### config.mk
export PLATFORM = sky130hd
export DESIGN_NAME = ddodo_cordic
export DESIGN_NICKNAME = d
export VERILOG_FILES = /design/src/rtl/assert_macros.svh /design/src/rtl/ddodo_pkg.sv /design/src/rtl/ddodo_cordic.sv
export SDC_FILE = /design/constraint.sdc
export NUM_CORES = 1
export LEC_CHECK = 0
export BUFFER_PORTS_ARGS = -buffer_cell sky130_fd_sc_hd__buf_2
export CAP_MARGIN = 20
export CORE_MARGIN = 2
export CORE_UTILIZATION = 45
export CTS_BUF_LIST = sky130_fd_sc_hd__clkbuf_4
export DETAILED_ROUTE_END_ITERATION = 10
export PLACE_DENSITY = 0.7
export REMOVE_ABC_BUFFERS = 1
export SYNTH_ARGS = -nofsm -noshare
export SYNTH_HDL_FRONTEND = slang
export SYNTH_SLANG_ARGS = --single-unit
### constraint.sdc
create_clock -name clk -period 8.5 [get_ports clk]
set_clock_uncertainty 0.05 [all_clocks]
set_input_delay 1.7 -clock clk [delete_from_list [all_inputs] [get_ports clk]]
set_output_delay 1.7 -clock clk [all_outputs]
set_load 0.05 [all_outputs]
### src/rtl/assert_macros.svh
// ----------------------------------------------------------------------------
// Assertion macros
// Shorthand for clocked checks on clk, disabled while arst_n is low.
// ----------------------------------------------------------------------------
`ifndef ASSERT_MACROS_SVH
`define ASSERT_MACROS_SVH

// cond must hold in the same cycle as en
`define ASSERT_ALWAYS(name, en, cond) \
	name: assert property (@(posedge clk) disable iff (!arst_n) (en) |-> (cond)) \
		else $error("assertion failed");

// cond must hold in the cycle after en
`define ASSERT_NEXT(name, en, cond) \
	name: assert property (@(posedge clk) disable iff (!arst_n) (en) |=> (cond)) \
		else $error("assertion failed");

`endif

### src/rtl/ddodo_pkg.sv
// ----------------------------------------------------------------------------
// ddodo_pkg
// Shared constants, angle table and control types for the odometry block.
// ----------------------------------------------------------------------------
package ddodo_pkg;

	localparam int ZW = 34;         // CORDIC angle width, Q4.30
	localparam int XW = 32;         // CORDIC vector width, Q2.30
	localparam int IW = 5;          // angle table index width
	localparam int TABLE_LEN = 24;

	localparam logic signed [ZW-1:0] PI_WORK      = ZW'(64'sd3373259426);
	localparam logic signed [ZW-1:0] HALF_PI_WORK = ZW'(64'sd1686629713);
	localparam logic signed [XW-1:0] CORDIC_GAIN  = XW'(64'sd652032874);

	typedef struct packed {
		logic start;
	} cordic_ctl_t;

	typedef struct packed {
		logic busy;
	} cordic_sts_t;

	function automatic logic signed [ZW-1:0] atan_work(input logic [IW-1:0] idx);
		logic signed [ZW-1:0] v;
		unique case (idx)
			5'd0:  v = ZW'(64'sd843314857);
			5'd1:  v = ZW'(64'sd497837829);
			5'd2:  v = ZW'(64'sd263043837);
			5'd3:  v = ZW'(64'sd133525159);
			5'd4:  v = ZW'(64'sd67021687);
			5'd5:  v = ZW'(64'sd33543516);
			5'd6:  v = ZW'(64'sd16775851);
			5'd7:  v = ZW'(64'sd8388437);
			5'd8:  v = ZW'(64'sd4194283);
			5'd9:  v = ZW'(64'sd2097149);
			5'd10: v = ZW'(64'sd1048576);
			5'd11: v = ZW'(64'sd524288);
			5'd12: v = ZW'(64'sd262144);
			5'd13: v = ZW'(64'sd131072);
			5'd14: v = ZW'(64'sd65536);
			5'd15: v = ZW'(64'sd32768);
			5'd16: v = ZW'(64'sd16384);
			5'd17: v = ZW'(64'sd8192);
			5'd18: v = ZW'(64'sd4096);
			5'd19: v = ZW'(64'sd2048);
			5'd20: v = ZW'(64'sd1024);
			5'd21: v = ZW'(64'sd512);
			5'd22: v = ZW'(64'sd256);
			5'd23: v = ZW'(64'sd128);
			default: v = '0;
		endcase
		return v;
	endfunction

endpackage

### src/rtl/ddodo_cordic.sv
// ----------------------------------------------------------------------------
// ddodo_cordic
// Iterative rotation-mode CORDIC: cosine and sine of a heading, one
// micro-rotation per cycle on a single shift-add unit.
// ----------------------------------------------------------------------------
module ddodo_cordic #(
	parameter int CORDIC_STEPS = 16,
	parameter int FRAC_BITS    = 16
) (
	input  logic                                 clk,
	input  logic                                 arst_n,
	input  ddodo_pkg::cordic_ctl_t               ctl,
	input  logic signed [FRAC_BITS+3:0]          angle,
	output ddodo_pkg::cordic_sts_t               sts,
	output logic signed [ddodo_pkg::XW-1:0]      cos_val,
	output logic signed [ddodo_pkg::XW-1:0]      sin_val
);

	localparam int STEPS = (CORDIC_STEPS > ddodo_pkg::TABLE_LEN) ?
		ddodo_pkg::TABLE_LEN : CORDIC_STEPS;
	localparam int CW = $clog2(STEPS);
	localparam int SH = 30 - FRAC_BITS;
	localparam int ZW = ddodo_pkg::ZW;
	localparam int XW = ddodo_pkg::XW;

	logic                 busy_q;
	logic [CW-1:0]        cnt_q;
	logic signed [XW-1:0] x_q, y_q;
	logic signed [ZW-1:0] z_q;
	logic                 neg_q;

	logic signed [ZW-1:0] z_ext, z_init;
	logic                 neg_init;
	logic signed [XW-1:0] xs, ys;
	logic signed [ZW-1:0] atan_v;

	assign z_ext = ZW'(angle) <<< SH;

	// fold into the right half-plane, negate the vector at the end
	always_comb begin
		priority if (z_ext > ddodo_pkg::HALF_PI_WORK) begin
			z_init   = z_ext - ddodo_pkg::PI_WORK;
			neg_init = 1'b1;
		end else if (z_ext < -ddodo_pkg::HALF_PI_WORK) begin
			z_init   = z_ext + ddodo_pkg::PI_WORK;
			neg_init = 1'b1;
		end else begin
			z_init   = z_ext;
			neg_init = 1'b0;
		end
	end

	assign xs     = x_q >>> cnt_q;
	assign ys     = y_q >>> cnt_q;
	assign atan_v = ddodo_pkg::atan_work(ddodo_pkg::IW'(cnt_q));

	always_ff @(posedge clk or negedge arst_n) begin
		if (!arst_n) begin
			busy_q <= 1'b0;
			cnt_q  <= '0;
		end else if (ctl.start) begin
			busy_q <= 1'b1;
			cnt_q  <= '0;
		end else if (busy_q) begin
			if (cnt_q == CW'(STEPS - 1)) begin
				busy_q <= 1'b0;
			end else begin
				cnt_q <= cnt_q + 1'b1;
			end
		end
	end

	always_ff @(posedge clk) begin
		if (ctl.start) begin
			x_q   <= ddodo_pkg::CORDIC_GAIN;
			y_q   <= '0;
			z_q   <= z_init;
			neg_q <= neg_init;
		end else if (busy_q) begin
			if (!z_q[ZW-1]) begin
				x_q <= x_q - ys;
				y_q <= y_q + xs;
				z_q <= z_q - atan_v;
			end else begin
				x_q <= x_q + ys;
				y_q <= y_q - xs;
				z_q <= z_q + atan_v;
			end
		end
	end

	assign sts.busy = busy_q;
	assign cos_val  = neg_q ? -x_q : x_q;
	assign sin_val  = neg_q ? -y_q : y_q;

endmodule

* Yosys cells after proc, flatten, opt, wreduce, memory -nomap -nowiden
Memory sizes are Yosys's and may differ from the RTL's. Cells that the tools add are included.
Cells by class: add/subtract/negate cells 11, $lt $le $gt $ge 2, equality and inequality tests 2, shift-type cells 2, muxes and demuxes 16, reductions and logical operators 2
Operators with widths (count):
- 34-bit 2-to-1 mux | 5
- 32-bit 2-to-1 mux | 4
- 32-bit adder | 2
- 32-bit negator | 2
- 32-bit by 4-bit >>> shifter with 32-bit output | 2
- 32-bit subtractor | 2
- 34-bit by 33-bit adder with 34-bit output, second input constant | 1
- 34-bit adder | 1
- 34-bit by 32-bit greater-than comparator with 1-bit output, second input constant | 1
- 34-bit by 32-bit < comparator with 1-bit output, second input constant | 1
- 34-bit by 33-bit subtractor with 34-bit output, second input constant | 1
- 34-bit subtractor | 1
- 4-bit 2-to-1 mux | 3
- 4-bit by 1-bit adder with 4-bit output, second input constant | 1
- 4-bit equality test, second input constant | 1
- 1-bit 2-to-1 mux | 4
- 2-bit != test, second input constant | 1
- 2-bit AND reduction | 1
- 2-bit nonzero test | 1
Word-level totals: bits in registers 104, bits in read-only memories 480, bits of input ports 23, output and inout bits 65, word-level logic and storage cells 42, memories kept 1
Memory list:
- (name not given) | depth 16, bits a word 30, read ports 1, clocked after Yosys merged registers in 0, write ports 0, line ddodo_pkg.sv:26 | unique case (idx)

* Depth between registers and ports, before layout
Gate-level depths: netlist of the first run. An unclocked memory read counts as a cell.
depth after elaboration 5, mapped depth 27, mapped depth without buffers 23

* Least setup slack after synthesis of the first run
Ideal clock, no wire load.
path type register to register, start point register cnt_q[2], end point register x_q[30], setup time 0.117 ns, arrival time 5.873 ns, setup slack 2.459 ns, stages on the path, launching flop included 27, buffers on the path 8, period minus slack after synthesis 6.041 ns, cell sequence dfrtp_1 buf_6 buf_6 buf_2 buf_1 clkbuf_1 clkbuf_1 clkbuf_1 buf_1 nand2_1 o31ai_1 ha_1 o311ai_0 nor3b_2 a21oi_1 xnor2_1 ha_1 and2_1 a32o_1 a311oi_1 nor3_1 nor3_1 o21ai_0 a31oi_1 a211oi_1 or3_1 a32o_1
On the way: longest elaborated chain between the ends 3, elaborated cells between the ends (all ways) 4
RTL lines:
- from (decl) | line ddodo_cordic.sv:27 | logic [CW-1:0] cnt_q;
- from (signal assigned) | line ddodo_cordic.sv:68 | cnt_q <= cnt_q + 1'b1;
- 32-bit by 4-bit >>> shifter with 32-bit output (*) | line ddodo_cordic.sv:54 | assign ys = y_q >>> cnt_q;
- 32-bit subtractor or 32-bit adder (tied branches) | line ddodo_cordic.sv:81, ddodo_cordic.sv:85
- 32-bit 2-to-1 mux (*) | line ddodo_cordic.sv:80 | if (!z_q[ZW-1]) begin
- to (signal assigned) | line ddodo_cordic.sv:75 | x_q <= ddodo_pkg::CORDIC_GAIN;
- to (signal assigned) | line ddodo_cordic.sv:81 | x_q <= x_q - ys;
- to (signal assigned) | line ddodo_cordic.sv:85 | x_q <= x_q + ys;
- to (decl) | line ddodo_cordic.sv:28 | logic signed [XW-1:0] x_q, y_q;
Mark *: on every way between the ends. The rest lies on a longest branch, timed or not. A chain may end at the register's enable or synchronous reset.

* Final worst setup path of the first run
start point register cnt_q[0], end point register x_q[30]
The elaborated chain is that of the path after synthesis.

==> results of run 1 <==
stage by stage:
step / setup slack [ns] / instances / util / instance area (sq um)
finish: 1.82 / 2532 / 0.470 / 17100
global route: 1.15 / 2531 / 0.470 / 17100
detailed placement: 2.02 / 2513 / 0.465 / 16900
floorplan: 0.332 / 1939 / - / 15700
CTS: 1.97 / 2529 / 0.470 / 17100
global placement: 2.10 / 2512 / 0.464 / 16900
cell type report:
cell class / instances / area share
diodes: 3 / 0.000440
multi-input cells: 1777 / 0.763
clock inverters: 7 / 0.00681
inverters: 58 / 0.0127
flip-flops and latches: 104 / 0.145
clock buffers: 9 / 0.00396
repair buffers: 106 / 0.0338
well taps: 468 / 0.0343
path summary, 6_finish.rpt:
check / startpoint / to / slack [ns] / depth (start not counted)
worst max-delay path: cnt_q[0] / x_q[30] / 1.82 / 20
worst min-delay path: y_q[0] / y_q[0] / 0.50 / 2
worst max register to register: cnt_q[0] / x_q[30] / 1.82 / 20
worst min register to register: y_q[0] / y_q[0] / 0.50 / 2
max in group asynchronous: arst_n / cnt_q[0] / 7.44 / 1
min in group asynchronous: arst_n / cnt_q[1] / 0.82 / 1
Yosys cell counts, drive strengths merged (7+ instances only):
library cell	number
nand2b	21
o31ai	37
mux4	57
inv	56
xor2	70
o211ai	12
nand2	199
a21o	39
mux2i	74
or3	17
a31oi	35
clkbuf	94
a31o	8
o21a	20
or2	9
o41ai	13
nor2	188
edfxtp	35
a22oi	8
nor3b	8
a221oi	7
a21oi	182
a211oi	27
nor3	36
dfxtp	64
nor2b	19
and3	19
and2	17
o21ai	140
o21bai	25
nand4	17
o22ai	11
xnor2	167
buf	55
nand3	39
mux2	32
or4	14
a211o	7
ha	117
logic make-up after synthesis:
| group | count (synthesis) | synth area share |
|---|---|---|
| AOI/OAI and AO/OA | 633 | 0.245 |
| adders and majority gates | 120 | 0.0925 |
| DFF | 104 | 0.149 |
| and+or+nand+nor | 624 | 0.180 |
| xor gates and xnor gates | 237 | 0.126 |
| muxes | 163 | 0.148 |
| buffers and inverters | 207 | 0.0591 |
sequential cells by signal (all words and copies together) (netlist names):
register,flops
cnt_q,4
y_q,32
neg_q,1
sts,1
x_q,32
z_q,34
worst max-delay path: stages, from the launching register on:
cell and delay [ns]:
dfrtp_4 0.73, clkinv_1 0.70, mux4_2 0.58, nand2_1 0.06, o31ai_1 0.14, ha_1 0.24, o311ai_0 0.31, nor3b_2 0.44
a21oi_1 0.13, xnor2_1 0.22, ha_1 0.32, and2_1 0.20, a32o_1 0.25, a311oi_1 0.43, nor3_1 0.13, nor3_1 0.36
o21ai_0 0.31, a31oi_1 0.30, a211oi_1 0.11, or3_1 0.31, a32o_1 0.24
layout by cell type, fill, tap and decap left out, types with 19 or more instances in the layout:
| cell | n |
|---|---|
| o21bai_1 | 25 |
| mux4_2 | 46 |
| nor2b_1 | 19 |
| o31ai_1 | 37 |
| inv_1 | 54 |
| a211oi_1 | 27 |
| nor3_1 | 35 |
| and3_1 | 19 |
| xnor2_1 | 167 |
| a21oi_1 | 181 |
| o21a_1 | 20 |
| ha_1 | 117 |
| nor2_1 | 187 |
| a31oi_1 | 35 |
| nand2_1 | 199 |
| a21o_1 | 39 |
| buf_2 | 87 |
| buf_4 | 19 |
| dfxtp_1 | 64 |
| nand3_1 | 38 |
| mux2_2 | 32 |
| xor2_1 | 70 |
| o21ai_0 | 139 |
| mux2i_1 | 73 |
| nand2b_1 | 21 |
| edfxtp_1 | 35 |
metal layers:
metal	part of all wire	global-route usage	up-vias
met4	0.040	0.104	2
li1	-	-	7640
met2	0.48	0.433	511
met1	0.43	0.316	7505
met5	0.00033	0	-
met3	0.048	0.0345	96
==> impl_summary.md, run 1 <==
Run status
The run finished with clean final reports.

Yosys
The synthesized netlist cell count is 2088. The post-synthesis register bit count is 104. Counting flops with a built-in enable in the synthesized netlist gives 35. The share of flip-flops with an asynchronous set or reset after synthesis is 0.0481.

Yosys attributes the largest share of cell area to ha_1, xnor2_1, dfxtp_1, edfxtp_1, mux4_2. The number of different library cells in the post-synthesis netlist is 98. In the synthesized netlist the dominant register cell turns out to be dfxtp_1. Dividing the synthesized area by the synthesized cell count gives 7.89 sq um. The share of the Yosys chip area taken by registers is 0.149.

The share of the synthesized area in the top cell type is 0.0889. During synthesis, Yosys emitted a total of 0 warnings. The largest total area in the synthesized netlist belongs to ha_1.

The post-synth design cell area is 0.0165 sq mm.

Route
The average routed wire per standard cell is 19.1 microns. The number of vias per cell after detailed routing is 6.22. The via total after detailed routing is 15800.

The DRC violation count after routing is 0. The wire length reported by the detailed router is 48.4 mm. The pre-antenna-repair detailed-routing pass consisted of 8 iterations. The count of nets left with antenna violations once routing finished came out at 0. The first routing iteration left 1145 violations.

Finish
The fraction of final layout cells sized beyond drive strength 1 is 0.117. The multi-input gate area in the final layout is 0.0130 sq mm. The layout has 3571 filler cells. For this run, the post-layout net count is 2199. The footprint of the flip-flops and latches is 0.00247 sq mm. Compared with the post-synthesis result, the final layout area differs by 3.71%.

Global route
The number of antenna violations at the first check in global routing was 3. In the global route stage, overall resource usage came out at 0.251. The residual overflow from global routing is 0. The via count of the first global-routing pass was 14600. Entering global routing, the biggest net connects 92 pins. The first global-routing pass estimated 78.0 mm of wire.

Floorplanning
The die height is 195 microns. The number of cell rows is 70. The floorplan step set the die width to 195 microns. The count of pins on the block boundary is 88. The core box area is 0.0363 sq mm. The area of the die is 0.0381 sq mm. The initial utilization of the core area, before any placement, comes to 0.453.

Clock tree
The clock latency reported for the late side of the worst-skew pair is 0.59 ns. The clock transition time at the flip-flop clock pins of the worst setup and hold paths is 0.18 ns. The clock net in this run drives a total of 104 sinks. In this run the number of H-tree levels came out at 3.

The total of hold buffers inserted after clock tree synthesis is 0. The CTS tree is done. The post-cts gate resize count is 0. The total setup buffers inserted after CTS is 0.

The number of buffers added by the clock tree synthesis step is 9. The cell sitting at the root of the clock tree is a clkbuf_4. The maximum count of clock buffers along a single path is 2.

Timing
Setup repair after global routing left no endpoint under its margin. The final sum of negative setup slack is 0 ns. Counting I/O delays and the setup requirement, the final critical path takes 6.68 ns. The count of final setup violators is 0. The worst-case headroom to the max-slew limit is 0.263.

The tightest hold path in the finished design has a slack of 0.504 ns. The transition at the pin with the smallest max-transition slack is 1.10 ns. Based on the critical path, the design can be clocked at up to 150 MHz. The count of endpoints failing hold in the final timing report came to 0. The share of the cycle needed by the critical path after routing is 0.785.

The number of slew-limit violations in the final report is 0.

Place
The HPWL after detailed placement is 36.9 mm. Port buffering added 87 buffers. The final weighted congestion in routability-driven placement is 0.954.

Job
The max-cap check violation count is 0.

Setup path
The sort of element at the end of the critical path is a flip-flop. The setup path with the least slack is of type reg -> reg. The biggest fanout along the worst timing path is 27. STA puts the critical path data arrival time at 7.13 ns.

For the worst setup path, the data required time is 8.96 ns. The launching element type of the critical path is a flip-flop.

Hold path
The path category of the worst min-delay check is reg -> reg.
Power of run 1 is not shown: default switching activity piles up to over one toggle a cycle in this logic, so the estimate is an artifact.
==> inputs of run 2 (changes only) <==
Settings changed: ABC_AREA set to 1, PLACE_DENSITY 0.7 to 0.72.
Clock period 8.5 ns to 5.4 ns, I/O delays scaled along.
==> run 2 against run 1 <==
Effect of this change:
- sequential cell count unchanged
- sequential share of layout area down 0.44 points
- synthesized cell count up 37%
- first-iteration DRC count up 48%
- via count up 20%
- worst setup slack worse by 1.5 ns
- critical path type is now reg -> out
- critical endpoint is now sin_val[30]
- highest routed layer is now met4
==> impl_summary.md, run 2 <==
Setup path
The cell count of the worst reg-to-reg path is 23 (+15%). The slack of the worst reg-to-reg path is 0.48 ns (-1.34 ns). The launching element type of the critical path is a flip-flop.

The worst setup path is of the reg -> out kind. The data required time of the critical path is 4.27 ns (-4.69 ns). The startpoint of the worst setup timing path is y_q[1]. The critical path goes through inv_1, ha_1, nand3_1, nand3b_1, nor3_1, nand4_1, nand2_1, o21ai_0, a21oi_1, o21ai_0, a21oi_1, xor2_1, buf_2. The biggest fanout along the worst timing path came to 5 (-81%). The slowest cell on the critical path is a21oi_1. The worst setup path is captured at an output pin. The endpoint of the worst-slack reg-to-reg timing path is z_q[30]. The delay of the slowest cell on the worst path is 0.43 ns (-0.30 ns).

The startpoint of the most critical register-to-register path is cnt_q[2]. The signal arrival time at the worst endpoint is 3.90 ns (-3.23 ns).

Route
The DRC violation count after routing came to 0 (unchanged). The count of routing violations after the opening detailed-route iteration is 1696 (+48%). The residual antenna-violating net count after detailed routing is 0 (unchanged).

The number of vias per cell after detailed routing is 5.63 (-9.5%). The via total after detailed routing is 18900 (+20%). The number of search-and-repair iterations in the first detailed-routing pass was 7 (-1). The wire length reported by the detailed router was 54.6 mm (+13%). The average routed wire per standard cell was 16.2 microns (-15%).

Timing
The number of slew-limit violations in the final report is 0 (unchanged). The count of endpoints failing hold in the final timing report is 0 (unchanged). The count of final setup violators is 0 (unchanged). In the finished design, the share of the clock period the worst path needs comes to 0.931. Setup repair after global routing left no endpoint under its margin.

For this run, the top clock speed supported by timing is 199 MHz. The transition at the pin with the smallest max-transition slack came to 0.888 ns (-0.214 ns). The worst-case headroom to the max-slew limit came to 0.406 (+0.143). The clock period minus final worst setup slack is 5.03 ns.

Finish
The number of flip-flops under the largest register name is 34 (unchanged). The register bank with the most flops is z_q. In the final layout, the registers with the most flip-flops are z_q: 34 flops, x_q: 32 flops, y_q: 32 flops. The fill cell instance count of the final layout is 4031 (+13%). In the layout the commonest cells are nand2_1, inv_1, nand3_1.

The utilization after layout is 0.480 (+0.0102). The most common library cell in the layout ignoring fill and taps is nand2_1. Relative to the synthesized area, the layout overhead comes to 5.17%. The fraction of final layout cells sized beyond drive strength 1 came to 0.0756 (-0.0413). The final net count is 3033 (+38%).

Global route
The residual overflow from global routing is 0 (unchanged). The number of antenna violations at the first check in global routing is 3 (unchanged). The first-pass GRT wire length is 88.3 mm (+13%). The via count of the first global-routing pass was 17500 (+20%). The maximum number of pins on one net before global-route repair is 70 (-24%). The global router's overall resource usage is 0.281 (+0.0298).

Clock tree
TritonCTS built the clock tree. The total setup buffers inserted after CTS is 0 (unchanged). The total of hold buffers inserted after clock tree synthesis is 0 (unchanged). The number of buffers added by the clock tree synthesis step came to 9 (unchanged). The post-cts gate resize count was 0 (unchanged). The clock transition time at the flip-flop clock pins of the worst setup and hold paths came to 0.21 ns (+0.03 ns). The number of sinks on the clock net came to 104 (unchanged). The maximum count of clock buffers along a single path was 2 (unchanged).

The clock latency reported for the late side of the worst-skew pair is 0.56 ns (-0.03 ns). The library cell used as clock root buffer is clkbuf_4. The H-tree depth is 3 (unchanged).

Place
The post-DP HPWL is 43.6 mm (+18%). The number of I/O port buffers was 87 (unchanged). The final weighted congestion in routability-driven placement is 0.970 (+1.7%).

Floorplanning
The count of pins on the block boundary is 88 (unchanged). The core box area is 0.0366 sq mm (+0.72%). The number of cell rows is 70 (unchanged). The area of the die came to 0.0387 sq mm (+1.5%). The initial cell density of the core is 0.456 (+0.00341). The die width is 197 microns (+0.72%). The die height is 197 microns (+0.72%).

Yosys
After synthesis, the most frequently instantiated cells are nand2_1, inv_1, nand3_1. Of all cell types, the one taking the most synthesized area is nand2_1. The predominant post-synthesis flop cell is dfxtp_1. The post-synthesis register bit count is 104 (unchanged). The post-synthesis area per instance is 5.83 sq um (-26%). The share of the synthesized area in the top cell type is 0.166 (+0.0773). The sequential-to-total area share from yosys stat is 0.147 (-0.00218). In the post-synthesis netlist, the biggest area contributors are nand2_1, nand3_1, ha_1, dfxtp_1, inv_1. nand2_1 is the most common cell in the netlist. The synthesized netlist cell count is 2867 (+37%). The post-synth design cell area is 0.0167 sq mm (+1.5%). The number of synthesized flops with an enable pin is 35 (unchanged). The total number of yosys warnings was 0 (unchanged). The share of flip-flops with an asynchronous set or reset after synthesis is 0.0481 (unchanged).

The number of different library cells in the post-synthesis netlist is 57 (-42%).

Hold path
The path class of the tightest hold or removal check is in -> async.

Job
The max-cap check violation count is 0 (unchanged).

Run status
The run finished with clean final reports.
-- run 2: changes by cell type after synthesis, moves of 36 or more --
cell / delta
nand2_1: +541
nand3_1: +277
inv_1: +274
xnor2_1: -117
nor2_1: +107
mux2i_1: -72
xor2_1: +62
mux4_2: -46
clkbuf_1: -44
a21oi_1: +36
o21ai_0: +36
-- run 2: area by class of cell --
type / count / area (sq um) / area share
clock buffers: 9 / 67.6 / 0.00384
flip-flops and latches: 104 / 2460 / 0.140
clock inverters: 7 / 60.1 / 0.00342
repair buffers: 113 / 676 / 0.0384
multi-input cells: 2320 / 12400 / 0.707
well taps: 468 / 586 / 0.0333
diodes: 3 / 7.51 / 0.000427
inverters: 342 / 1290 / 0.0733
-- run 2: worst max path at each step --
stage	end	slack, ns	depth (start not counted)
after floorplan	z_q[30]	-0.30	24
after global placement	y_q[23]	0.67	25
after detailed placement	z_q[30]	0.48	20
after CTS	z_q[30]	0.42	20
after global routing	z_q[30]	0.001	23
final	sin_val[30]	0.37	13
-- run 2: per-layer routing --
layer  wire, microns  global-route usage
met1           26300               0.407
met2           23600               0.447
met3            3540              0.0265
met4            1140              0.0727
met5               0                   0
-- run 2: worst max-delay path: cells and delay by family, from the launching register on --
family / cells / cell delay, ns
adders and majority gates: 1 / 0.20
xor gates and xnor gates: 1 / 0.15
buffers and inverters: 2 / 0.41
and+or+nand+nor: 5 / 1.05
DFF: 1 / 0.42
AOI/OAI and AO/OA: 4 / 1.10
-- run 2: through the flow --
| stage | hold WS (ns) | area (sq um) | setup TNS, ns | cells | setup WS (ns) |
|---|---|---|---|---|---|
| after floorplan | 0.474 | 16200 | -2.24 | 2766 | -0.296 |
| after global placement | 0.532 | 17400 | 0 | 3347 | 0.668 |
| after detailed placement | 0.548 | 17400 | 0 | 3347 | 0.480 |
| after CTS | 0.222 | 17600 | 0 | 3363 | 0.418 |
| after global routing | 0.197 | 17600 | 0 | 3366 | 0.00103 |
| final | 0.229 | 17600 | 0 | 3366 | 0.372 |
-- run 2: kinds of logic (layout without fill, tap and decap cells) --
family	count (synthesis)	count (layout)	synth area share
mux	1	1	0.000599
compound gates	523	523	0.174
flops	104	104	0.147
fa+ha+maj	120	120	0.0912
buf+inv	443	471	0.109
xor+xnor	182	182	0.0954
simple gates	1494	1494	0.382
other cells	0	3	0
Power of run 2 is left out for the same reason.
